## config.mk

```make
export PLATFORM = sky130hd
export DESIGN_NAME = bdti_walker_flat
export DESIGN_NICKNAME = d
export VERILOG_FILES = /design/src/hdl/bdti_pkg.sv /design/src/hdl/bdti_if.sv /design/src/hdl/bdti_walker.sv /design/src/flat_wrapper.sv
export SDC_FILE = /design/constraint.sdc
export NUM_CORES = 1
export LEC_CHECK = 0
export BUFFER_PORTS_ARGS = -buffer_cell sky130_fd_sc_hd__buf_2
export CORE_AREA = 3 3 139 141
export CTS_CLUSTER_DIAMETER = 150
export DETAILED_ROUTE_END_ITERATION = 16
export DIE_AREA = 0 0 142 144
export PLACE_DENSITY = 0.62
export RECOVER_POWER = 50
export SLEW_MARGIN = 20
export SYNTH_ARGS = -nofsm -noshare
export SYNTH_HDL_FRONTEND = slang
export SYNTH_SLANG_ARGS = --single-unit
```

## constraint.sdc

```tcl
create_clock -name clock -period 4.3 [get_ports clock]
set_clock_uncertainty 0.2 [all_clocks]
set_input_delay 0.645 -clock clock [delete_from_list [all_inputs] [get_ports clock]]
set_output_delay 0.645 -clock clock [all_outputs]
set_load 0.05 [all_outputs]
```

## src/hdl/bdti_pkg.sv

```systemverilog
// Shared constants, codes and types of the binned decision tree inference block.
// Depends on nothing; every other file refers to it by scoped names.
package bdti_pkg;

   localparam int MAX_LEAVES   = 64;
   localparam int MAX_FEATURES = 256;
   localparam int BIN_BITS     = 16;

   localparam int NODE_DEPTH = MAX_LEAVES - 1;
   localparam int LEAF_AW    = $clog2(MAX_LEAVES);
   localparam int FEAT_AW    = $clog2(MAX_FEATURES);
   localparam int COUNT_W    = 7;
   localparam int CHILD_W    = 6;
   localparam int FEATURE_W  = 8;
   localparam int LENGTH_W   = 9;
   localparam int VALUE_W    = 32;

   typedef enum logic [1:0] {
      OP_WRITE_NODE = 2'd0,
      OP_WRITE_LEAF = 2'd1,
      OP_WRITE_BIN  = 2'd2,
      OP_PREDICT    = 2'd3
   } op_type;

   typedef enum logic [1:0] {
      ST_IDLE,
      ST_NODE,
      ST_BIN,
      ST_LEAF
   } state_type;

   typedef struct packed {
      logic               is_leaf;
      logic [CHILD_W-1:0] idx;
   } child_type;

   typedef struct packed {
      logic [FEATURE_W-1:0] feature;
      logic [BIN_BITS-1:0]  split;
      child_type            left;
      child_type            right;
   } node_type;

   localparam node_type NODE_RESET = '{
      feature: '0,
      split:   '1,
      left:    '{is_leaf: 1'b1, idx: '0},
      right:   '{is_leaf: 1'b1, idx: '0}
   };

   typedef struct packed {
      logic               rd_en;
      logic [LEAF_AW-1:0] rd_addr;
      logic               node_we;
      logic               leaf_we;
      logic [LEAF_AW-1:0] wr_addr;
      node_type           node;
      logic [VALUE_W-1:0] leaf_value;
   } tree_cmd_type;

   typedef struct packed {
      logic                rd_en;
      logic [FEAT_AW-1:0]  rd_addr;
      logic                we;
      logic [FEAT_AW-1:0]  wr_addr;
      logic [BIN_BITS-1:0] wr_bin;
   } sample_cmd_type;

endpackage

```

## src/hdl/bdti_if.sv

```systemverilog
// Request and response channel interfaces with valid/ready handshake.
// Depends on bdti_pkg for field widths.
interface bdti_req_if;
   logic                                valid;
   logic                                ready;
   logic [1:0]                          op;
   logic [7:0]                          index;
   logic [bdti_pkg::FEATURE_W-1:0]      split_feature;
   logic [15:0]                         split_bin;
   logic                                left_is_leaf;
   logic [bdti_pkg::CHILD_W-1:0]        left_index;
   logic                                right_is_leaf;
   logic [bdti_pkg::CHILD_W-1:0]        right_index;
   logic signed [bdti_pkg::VALUE_W-1:0] leaf_value;
   logic [15:0]                         feature_bin;
   logic [bdti_pkg::LENGTH_W-1:0]       sample_length;

   modport source (
      output valid, op, index, split_feature, split_bin, left_is_leaf, left_index,
             right_is_leaf, right_index, leaf_value, feature_bin, sample_length,
      input  ready
   );
   modport sink (
      input  valid, op, index, split_feature, split_bin, left_is_leaf, left_index,
             right_is_leaf, right_index, leaf_value, feature_bin, sample_length,
      output ready
   );
endinterface

interface bdti_rsp_if;
   logic                                valid;
   logic                                ready;
   logic [bdti_pkg::CHILD_W-1:0]        leaf_number;
   logic signed [bdti_pkg::VALUE_W-1:0] prediction;
   logic                                leaf_reached;

   modport source (
      output valid, leaf_number, prediction, leaf_reached,
      input  ready
   );
   modport sink (
      input  valid, leaf_number, prediction, leaf_reached,
      output ready
   );
endinterface

```

## src/hdl/bdti_walker.sv

```systemverilog
// Request decoder and tree walk sequencer with the response register.
// Drives the tree and sample memories. Depends on bdti_pkg and bdti_if.
module bdti_walker (
   input  logic                              clock,
   input  logic                              reset,
   bdti_req_if.sink                          req_if,
   bdti_rsp_if.source                        rsp_if,
   input  logic [bdti_pkg::COUNT_W-1:0]      leaf_count,
   output bdti_pkg::tree_cmd_type            tree_cmd,
   input  bdti_pkg::node_type                node_rd,
   input  logic [bdti_pkg::VALUE_W-1:0]      leaf_rd,
   output bdti_pkg::sample_cmd_type          sample_cmd,
   input  logic [bdti_pkg::BIN_BITS-1:0]     bin_rd
);

   bdti_pkg::state_type                state_ff, state_in;
   logic [bdti_pkg::LENGTH_W-1:0]      length_ff, length_in;
   logic [bdti_pkg::COUNT_W-1:0]       bound_ff, bound_in;
   logic [bdti_pkg::COUNT_W-1:0]       step_ff, step_in;
   logic                               present_ff, present_in;
   logic [bdti_pkg::CHILD_W-1:0]       res_leaf_ff, res_leaf_in;
   logic                               res_reached_ff, res_reached_in;
   logic                               res_zero_ff, res_zero_in;
   logic                               rsp_valid_ff, rsp_valid_in;
   logic [bdti_pkg::CHILD_W-1:0]       rsp_leaf_ff, rsp_leaf_in;
   logic [bdti_pkg::VALUE_W-1:0]       rsp_pred_ff, rsp_pred_in;
   logic                               rsp_reached_ff, rsp_reached_in;

   bdti_pkg::op_type                   op;
   logic                               accept;
   logic                               out_free;
   logic [bdti_pkg::COUNT_W-1:0]       bound_new;
   logic [bdti_pkg::BIN_BITS-1:0]      bin_val;
   bdti_pkg::child_type                child;
   logic [bdti_pkg::COUNT_W-1:0]       step_next;
   logic                               leaf_in_range;
   logic                               node_in_range;
   logic                               exhausted;
   logic                               walk_done;

   assign op            = bdti_pkg::op_type'(req_if.op);
   assign req_if.ready  = (state_ff == bdti_pkg::ST_IDLE);
   assign accept        = req_if.valid && req_if.ready;
   assign out_free      = !rsp_valid_ff || rsp_if.ready;
   assign bound_new     = (int'(leaf_count) > bdti_pkg::MAX_LEAVES) ?
                          bdti_pkg::COUNT_W'(bdti_pkg::MAX_LEAVES) : leaf_count;
   assign bin_val       = present_ff ? bin_rd : '0;
   assign child         = (bin_val <= node_rd.split) ? node_rd.left : node_rd.right;
   assign step_next     = step_ff + bdti_pkg::COUNT_W'(1);
   assign leaf_in_range = int'(child.idx) < int'(bound_ff);
   assign node_in_range = int'(child.idx) < bdti_pkg::NODE_DEPTH;
   assign exhausted     = (step_next == bound_ff);
   assign walk_done     = child.is_leaf || !node_in_range || exhausted;

   always_comb begin
      state_in = state_ff;
      unique case (state_ff)
         bdti_pkg::ST_IDLE: begin
            if (accept && (op == bdti_pkg::OP_PREDICT)) begin
               state_in = (bound_new == '0) ? bdti_pkg::ST_LEAF : bdti_pkg::ST_NODE;
            end
         end
         bdti_pkg::ST_NODE: begin
            state_in = bdti_pkg::ST_BIN;
         end
         bdti_pkg::ST_BIN: begin
            state_in = walk_done ? bdti_pkg::ST_LEAF : bdti_pkg::ST_NODE;
         end
         bdti_pkg::ST_LEAF: begin
            if (out_free) begin
               state_in = bdti_pkg::ST_IDLE;
            end
         end
         default: state_in = bdti_pkg::ST_IDLE;
      endcase
   end

   always_comb begin
      tree_cmd        = '0;
      sample_cmd      = '0;
      length_in       = length_ff;
      bound_in        = bound_ff;
      step_in         = step_ff;
      present_in      = present_ff;
      res_leaf_in     = res_leaf_ff;
      res_reached_in  = res_reached_ff;
      res_zero_in     = res_zero_ff;
      rsp_valid_in    = rsp_valid_ff && !rsp_if.ready;
      rsp_leaf_in     = rsp_leaf_ff;
      rsp_pred_in     = rsp_pred_ff;
      rsp_reached_in  = rsp_reached_ff;

      tree_cmd.wr_addr         = req_if.index[bdti_pkg::LEAF_AW-1:0];
      tree_cmd.node.feature    = req_if.split_feature;
      tree_cmd.node.split      = req_if.split_bin[bdti_pkg::BIN_BITS-1:0];
      tree_cmd.node.left       = '{is_leaf: req_if.left_is_leaf, idx: req_if.left_index};
      tree_cmd.node.right      = '{is_leaf: req_if.right_is_leaf, idx: req_if.right_index};
      tree_cmd.leaf_value      = req_if.leaf_value;
      sample_cmd.wr_addr       = req_if.index[bdti_pkg::FEAT_AW-1:0];
      sample_cmd.wr_bin        = req_if.feature_bin[bdti_pkg::BIN_BITS-1:0];

      unique case (state_ff)
         bdti_pkg::ST_IDLE: begin
            if (accept) begin
               unique case (op)
                  bdti_pkg::OP_WRITE_NODE: begin
                     tree_cmd.node_we = int'(req_if.index) < bdti_pkg::NODE_DEPTH;
                  end
                  bdti_pkg::OP_WRITE_LEAF: begin
                     tree_cmd.leaf_we = (int'(req_if.index) < int'(leaf_count)) &&
                                        (int'(req_if.index) < bdti_pkg::MAX_LEAVES);
                  end
                  bdti_pkg::OP_WRITE_BIN: begin
                     sample_cmd.we = int'(req_if.index) < bdti_pkg::MAX_FEATURES;
                  end
                  bdti_pkg::OP_PREDICT: begin
                     length_in      = req_if.sample_length;
                     bound_in       = bound_new;
                     step_in        = '0;
                     res_leaf_in    = '0;
                     res_reached_in = 1'b0;
                     res_zero_in    = (bound_new == '0);
                     tree_cmd.rd_en   = (bound_new != '0);
                     tree_cmd.rd_addr = '0;
                  end
                  default: ;
               endcase
            end
         end
         bdti_pkg::ST_NODE: begin
            sample_cmd.rd_en   = 1'b1;
            sample_cmd.rd_addr = node_rd.feature[bdti_pkg::FEAT_AW-1:0];
            present_in = (int'(node_rd.feature) < int'(length_ff)) &&
                         (int'(node_rd.feature) < bdti_pkg::MAX_FEATURES);
         end
         bdti_pkg::ST_BIN: begin
            tree_cmd.rd_addr = bdti_pkg::LEAF_AW'(child.idx);
            if (child.is_leaf) begin
               tree_cmd.rd_en = leaf_in_range;
               res_leaf_in    = leaf_in_range ? child.idx : '0;
               res_reached_in = leaf_in_range;
               res_zero_in    = !leaf_in_range;
            end else if (!node_in_range) begin
               res_leaf_in    = '0;
               res_reached_in = 1'b0;
               res_zero_in    = 1'b1;
            end else if (exhausted) begin
               tree_cmd.rd_en   = 1'b1;
               tree_cmd.rd_addr = '0;
               res_leaf_in      = '0;
               res_reached_in   = 1'b0;
               res_zero_in      = 1'b0;
            end else begin
               tree_cmd.rd_en = 1'b1;
               step_in        = step_next;
            end
         end
         bdti_pkg::ST_LEAF: begin
            if (out_free) begin
               rsp_valid_in   = 1'b1;
               rsp_leaf_in    = res_leaf_ff;
               rsp_pred_in    = res_zero_ff ? '0 : leaf_rd;
               rsp_reached_in = res_reached_ff;
            end
         end
         default: ;
      endcase
   end

   always_ff @(posedge clock) begin
      if (reset) begin
         state_ff     <= bdti_pkg::ST_IDLE;
         rsp_valid_ff <= 1'b0;
      end else begin
         state_ff     <= state_in;
         rsp_valid_ff <= rsp_valid_in;
      end
   end

   always_ff @(posedge clock) begin
      length_ff      <= length_in;
      bound_ff       <= bound_in;
      step_ff        <= step_in;
      present_ff     <= present_in;
      res_leaf_ff    <= res_leaf_in;
      res_reached_ff <= res_reached_in;
      res_zero_ff    <= res_zero_in;
      rsp_leaf_ff    <= rsp_leaf_in;
      rsp_pred_ff    <= rsp_pred_in;
      rsp_reached_ff <= rsp_reached_in;
   end

   assign rsp_if.valid        = rsp_valid_ff;
   assign rsp_if.leaf_number  = rsp_leaf_ff;
   assign rsp_if.prediction   = rsp_pred_ff;
   assign rsp_if.leaf_reached = rsp_reached_ff;

endmodule

```

## src/flat_wrapper.sv

```systemverilog
// flat-port wrapper written by rule: the top's interface ports become plain ports
module bdti_walker_flat 
  (clock, reset, leaf_count, tree_cmd, node_rd, leaf_rd, sample_cmd, bin_rd, req_if_valid, req_if_op, req_if_index, req_if_split_feature, req_if_split_bin, req_if_left_is_leaf, req_if_left_index, req_if_right_is_leaf, req_if_right_index, req_if_leaf_value, req_if_feature_bin, req_if_sample_length, req_if_ready, rsp_if_valid, rsp_if_leaf_number, rsp_if_prediction, rsp_if_leaf_reached, rsp_if_ready);
  bdti_req_if req_if_i ();
  bdti_rsp_if rsp_if_i ();
  input  logic clock;
  input  logic reset;
  input  logic [bdti_pkg::COUNT_W-1:0] leaf_count;
  output bdti_pkg::tree_cmd_type tree_cmd;
  input  bdti_pkg::node_type node_rd;
  input  logic [bdti_pkg::VALUE_W-1:0] leaf_rd;
  output bdti_pkg::sample_cmd_type sample_cmd;
  input  logic [bdti_pkg::BIN_BITS-1:0] bin_rd;
  input wire logic [$bits(req_if_i.valid)-1:0] req_if_valid;
  input wire logic [$bits(req_if_i.op)-1:0] req_if_op;
  input wire logic [$bits(req_if_i.index)-1:0] req_if_index;
  input wire logic [$bits(req_if_i.split_feature)-1:0] req_if_split_feature;
  input wire logic [$bits(req_if_i.split_bin)-1:0] req_if_split_bin;
  input wire logic [$bits(req_if_i.left_is_leaf)-1:0] req_if_left_is_leaf;
  input wire logic [$bits(req_if_i.left_index)-1:0] req_if_left_index;
  input wire logic [$bits(req_if_i.right_is_leaf)-1:0] req_if_right_is_leaf;
  input wire logic [$bits(req_if_i.right_index)-1:0] req_if_right_index;
  input wire logic [$bits(req_if_i.leaf_value)-1:0] req_if_leaf_value;
  input wire logic [$bits(req_if_i.feature_bin)-1:0] req_if_feature_bin;
  input wire logic [$bits(req_if_i.sample_length)-1:0] req_if_sample_length;
  output wire logic [$bits(req_if_i.ready)-1:0] req_if_ready;
  output wire logic [$bits(rsp_if_i.valid)-1:0] rsp_if_valid;
  output wire logic [$bits(rsp_if_i.leaf_number)-1:0] rsp_if_leaf_number;
  output wire logic [$bits(rsp_if_i.prediction)-1:0] rsp_if_prediction;
  output wire logic [$bits(rsp_if_i.leaf_reached)-1:0] rsp_if_leaf_reached;
  input wire logic [$bits(rsp_if_i.ready)-1:0] rsp_if_ready;
  assign req_if_i.valid = req_if_valid;
  assign req_if_i.op = req_if_op;
  assign req_if_i.index = req_if_index;
  assign req_if_i.split_feature = req_if_split_feature;
  assign req_if_i.split_bin = req_if_split_bin;
  assign req_if_i.left_is_leaf = req_if_left_is_leaf;
  assign req_if_i.left_index = req_if_left_index;
  assign req_if_i.right_is_leaf = req_if_right_is_leaf;
  assign req_if_i.right_index = req_if_right_index;
  assign req_if_i.leaf_value = req_if_leaf_value;
  assign req_if_i.feature_bin = req_if_feature_bin;
  assign req_if_i.sample_length = req_if_sample_length;
  assign req_if_ready = req_if_i.ready;
  assign rsp_if_valid = rsp_if_i.valid;
  assign rsp_if_leaf_number = rsp_if_i.leaf_number;
  assign rsp_if_prediction = rsp_if_i.prediction;
  assign rsp_if_leaf_reached = rsp_if_i.leaf_reached;
  assign rsp_if_i.ready = rsp_if_ready;
  bdti_walker u_core (.clock(clock), .reset(reset), .req_if(req_if_i), .rsp_if(rsp_if_i), .leaf_count(leaf_count), .tree_cmd(tree_cmd), .node_rd(node_rd), .leaf_rd(leaf_rd), .sample_cmd(sample_cmd), .bin_rd(bin_rd));
endmodule
```

; After elaboration in Yosys (flattened, before gate mapping)
; Cells that the tools add are included.
[classes]
n_lt_le_gt_ge = 8
mux = 48
n_eq_ne = 15
n_reduce_logical = 21
addsub = 1
[ops]
columns = operator, count
row1 = 7-bit 2-to-1 mux, 9
row2 = 6-bit 2-to-1 mux, 8
row3 = 7-bit one-hot mux with 2 select lines, 2
row4 = 9-bit 2-to-1 mux, 2
row5 = 1-bit 2-to-1 mux, 17
row6 = 16-bit <= comparator, 1
row7 = 16-bit 2-to-1 mux, 1
row8 = 6-bit one-hot mux with 2 select lines, 1
row9 = 2-bit 2-to-1 mux, 5
row10 = 2-bit inequality test (second input constant), 5
row11 = 8-bit by 9-bit less-than comparator with 1-bit output, 1
row12 = 2-bit equality test (second input constant), 4
row13 = 8-bit by 6-bit less-than comparator with 1-bit output (second input constant), 1
row14 = 8-bit by 7-bit less-than comparator with 1-bit output, 1
row15 = 8-bit by 7-bit less-than comparator with 1-bit output (second input constant), 1
row16 = 2-bit one-hot mux with 4 select lines, 1
row17 = 7-bit by 1-bit adder with 7-bit output (second input constant), 1
row18 = 7-bit equality test, 1
row19 = 7-bit > comparator (second input constant), 1
row20 = 7-bit logical NOT, 1
row21 = 6-bit by 7-bit less-than comparator with 1-bit output, 1
row22 = 7-bit nonzero test, 1
row23 = 6-bit less-than comparator (second input constant), 1
row24 = 6-bit AND reduction, 1
row25 = 12 further kinds, 25
[totals]
ff_bits = 74
output_inout_bits = 160
wordCells = 105

; Logic depth before layout (Yosys ltp)
[logic_depth]
depth_word = 9
ltp_mapped = 16
depth_no_buf = 14

; Worst setup path after synthesis
; OpenSTA, ideal clock, no wires.
[synth_timing]
path_type = input -> output
start = input port bin_rd[10] in the netlist's numbering
end = output port tree_cmd[84] in the netlist's numbering
cell_stages = 15
t_required_ns = 3.455
setup_slack_ns = -0.563
n_path_buf = 1
arrival_ns = 4.018
path_cell_list = and2_1 > ha_1 > and3_1 > a221o_1 > o211ai_2 > and4_1 > buf_6 > o21ai_0 > nand2_1 > ha_1 > a21o_1 > a21oi_1 > o221a_2 > o21ai_4 > o211ai_1
[synth_rtl]
columns = item, line
row1 = start: declaration, flat_wrapper.sv:13  ; input logic [bdti_pkg::BIN_BITS-1:0] bin_rd;
row2 = end: declaration, flat_wrapper.sv:9  ; output bdti_pkg::tree_cmd_type tree_cmd;

==> results by group <==
Power and ir drop
  • Pint: 1330 µW
  • Sw Ratio: 0.250
  • Reg power frac: 0.454
  • Pwr dens: 290 nW/µm²
  • Sw power: 442 µW
  • Clock network fraction of total power: 0.389
  • Static Leakage: 0.00269 µW
  • Pwr Total: 1770 µW
  • VDD IR max: 0.115 mV
  • Comb pwr share: 0.157

Yosys
  • Area share of the largest cell type after synthesis: 0.418
  • Most used standard cell by instance count after synthesis: buf_4
  • Simple-Gate Fraction of Synth Area: 0.173
  • Post-synth EDFFs: 71
  • Synth Area in Compound Gates: 0.0972
  • Post-Synthesis Cells: 490
  • Yosys top cell by area: edfxtp_1
  • Ys flop type: edfxtp_1
  • Largest cells by area after synthesis: edfxtp_1 42%, buf_4 15%, ha_1 8.6%, nor2b_1 4.5%, and2_1 3.1%
  • Sequential share of the synthesized area: 0.430
  • Synthesized flop and latch total: 74
  • Synth unique cells: 47
  • Yosys warns: 0
  • Netlist area before placement: 5100 µm²
  • XOR/XNOR share of the synthesized area: 0.0287
  • Post-synth ARST share: 0
  • Multiplexer area fraction after synthesis: 0
  • Syn Nets: 727
  • Top cells by count, synth: 100 x buf_4, 71 x edfxtp_1, 38 x inv_1, 37 x nor2b_1, 35 x ha_1
  • Largest family of logic cells by synthesized area: buffers and inverters
  • Syn Area/Cell: 10.4 µm²
  • Synth Area in Adders: 0.0859

Clock tree
  • Post-CTS Setup Repair Bufs: 0
  • Cts bufs inserted: 9
  • CTS Root Cell: clkbuf_16
  • Clk sinks: 74
  • CTS clk-pin slew, worst paths: 60 ps
  • Max clock buf depth: 2
  • H-tree levels: 3
  • Cts hold-fix bufs: 0
  • CTS tree: done
  • Worst skew pair latency: 340 ps

Route
  • Via density: 4.52
  • Initial DRT Pass Iterations: 4
  • Vias: 3762
  • Routed len/inst: 20.7 µm
  • Final ANT Viol Nets: 0
  • Initial drt markers: 207
  • Post-Route WL: 17200 µm
  • Drt drc: 0

Die
  • Die W: 142 µm
  • Core box area: 18100 µm²
  • Core Rows: 49
  • Initial Util: 0.282
  • Die Footprint: 20400 µm²
  • Chip Height: 144 µm
  • Io pins: 362

STA
  • Slew @ Worst Pin: 1050 ps
  • Final Max Tran Viols: 0
  • Post-layout min period: 4540 ps
  • Setup_tns: -239 ps
  • Fin. Hold Viols: 0
  • Share of the clock period used by the worst path: 1.06
  • WHS: 219 ps
  • RSZ-0062 raised after global routing: yes
  • Fmax: 0.220 GHz
  • Endpoints failing setup: 1
  • Worst slew margin: 0.299
  • Final setup margin: -239 ps

Placed design
  • Placed cell count: 814
  • RePlAce Congestion: 0.900
  • Hpwl dp: 14800 µm
  • Port Buffers: 189

Setup path
  • Critical Path RT: 3450 ps
  • CP Capture Type: primary output
  • Critical path arrival: 3690 ps
  • Critical Path Start Type: register
  • CP max-delay cell: edfxtp_1
  • CP top delay family: compound AO/OA/AOI/OAI gates
  • CP Class: register to primary output
  • Critical path buffers and inverters: 2
  • CP max FO: 8
  • Critical-path cell list: buf_6, and2_4, ha_4, and3_4, a221o_1, o211ai_2, and4_4, o21ai_0, nand2_1, ha_1, nand4b_1, o221a_2, o21ai_4, o211ai_1, buf_4
  • CP peak stage delay: 420 ps

Final layout
  • Register Area: 2190 µm²
  • Layout cell share with drive strength beyond 1: 0.425
  • Multi-input gate area: 2130 µm²
  • Area grow syn2layout: 19.8%
  • Non-Filler Instances: 832
  • Antenna cells: 0
  • Nets@finish: 835
  • Filler cell count: 1861

Global route
  • GRT overflow: 0
  • Largest net degree at the start of global routing: 41
  • GRT Overall Usage: 0.159
  • First-pass GRT wire length: 23800 µm
  • Number of global-route vias before repair: 3677
  • Antenna violations before repair: 0

Job
  • Max-Cap Viols: 0

Worst hold path
  • HP Class: register to register

Outcome
  • Failing checks: setup timing
  • Status: finished, violations left
power groups by stage:
stage          Clock (µW)  Combinational (µW)  Sequential (µW)
2_1_floorplan           0                 385              816
3_3_place_gp            0                 261              819
3_5_place_dp            0                 264              820
4_1_cts               712                 269              805
5_1_grt               745                 308              804
6_report              688                 277              803
final cells by class:
type,count,share of cell area
inverters,38,0.0234
well taps,229,0.0469
flip-flops and latches,74,0.359
multi-input cells,267,0.348
repair buffers,208,0.179
clock inverters,3,0.00287
clock buffers,13,0.0410
timing repair:
action / in CTS / in global routing
resized for setup: 7 / 16
setup endpoints to repair: 1 / 7
gates cloned: 0 / 1
pin swaps: 3 / 10
logic make-up (layout without fill, tap and decap cells):
group           count (synthesis)  after routing
xor+xnor                       12             12
simple gates                  154            154
buf+inv                       149            262
fa+ha+maj                      35             35
compound gates                 66             66
flops                          74             74
per-layer routing:
layer	global-route usage	wire, µm	part of all wire	vias up
li1	-	-	-	1807
met1	0.150	5490	0.32	1693
met2	0.273	8640	0.50	241
met3	0.120	2810	0.16	19
met4	0.0404	254	0.015	2
met5	0.00957	26	0.0015	-
sequential cells by signal (all words and copies together) (netlist names):
register	flops
u_core.rsp_if.prediction	32
u_core.res_leaf_ff	6
u_core.length_ff	9
u_core.step_ff	7
u_core.present_ff	1
u_core.res_zero_ff	1
u_core.rsp_if.valid	1
u_core.rsp_if.leaf_number	6
u_core.bound_ff	7
u_core.res_reached_ff	1
u_core.state_ff	2
u_core.rsp_if.leaf_reached	1
worst paths after layout:
kind         slack (ps)                                start                                     end  depth (start not counted)
max reg2reg         520          u_core.present_ff$_DFFE_PP_            u_core.res_zero_ff$_DFFE_PP_                         15
min                 220  u_core.res_leaf_ff[0]$_SDFFCE_PP0P_  u_core.rsp_if.leaf_number[0]$_DFFE_PP_                          0
min reg2reg         220  u_core.res_leaf_ff[0]$_SDFFCE_PP0P_  u_core.rsp_if.leaf_number[0]$_DFFE_PP_                          0
max                -240          u_core.present_ff$_DFFE_PP_                            tree_cmd[84]                         15
metrics by stage:
step | utilization | cell area (µm²) | setup slack [ps]
2_1_floorplan | - | 5160 | -381
3_3_place_gp | 0.317 | 5730 | -192
3_5_place_dp | 0.317 | 5730 | -232
4_1_cts | 0.333 | 6020 | -210
5_1_grt | 0.338 | 6110 | -411
6_report | 0.338 | 6110 | -239
placed cells by master (no fill, tap or decap), types with 4 or more instances in the layout:
master,n
buf_4,16
buf_2,182
nor2_1,27
and2_1,22
xnor2_1,6
a21o_1,9
a21oi_1,18
nand3_1,9
clkbuf_4,4
edfxtp_1,71
ha_4,8
o21ai_0,9
clkbuf_16,9
nand2_1,15
nor3b_1,4
o2bb2ai_1,6
nand4_1,9
clkbuf_1,8
nor2b_1,37
nand2b_1,5
ha_1,27
inv_1,38
Note: power is estimated with default switching activity, not from simulation.
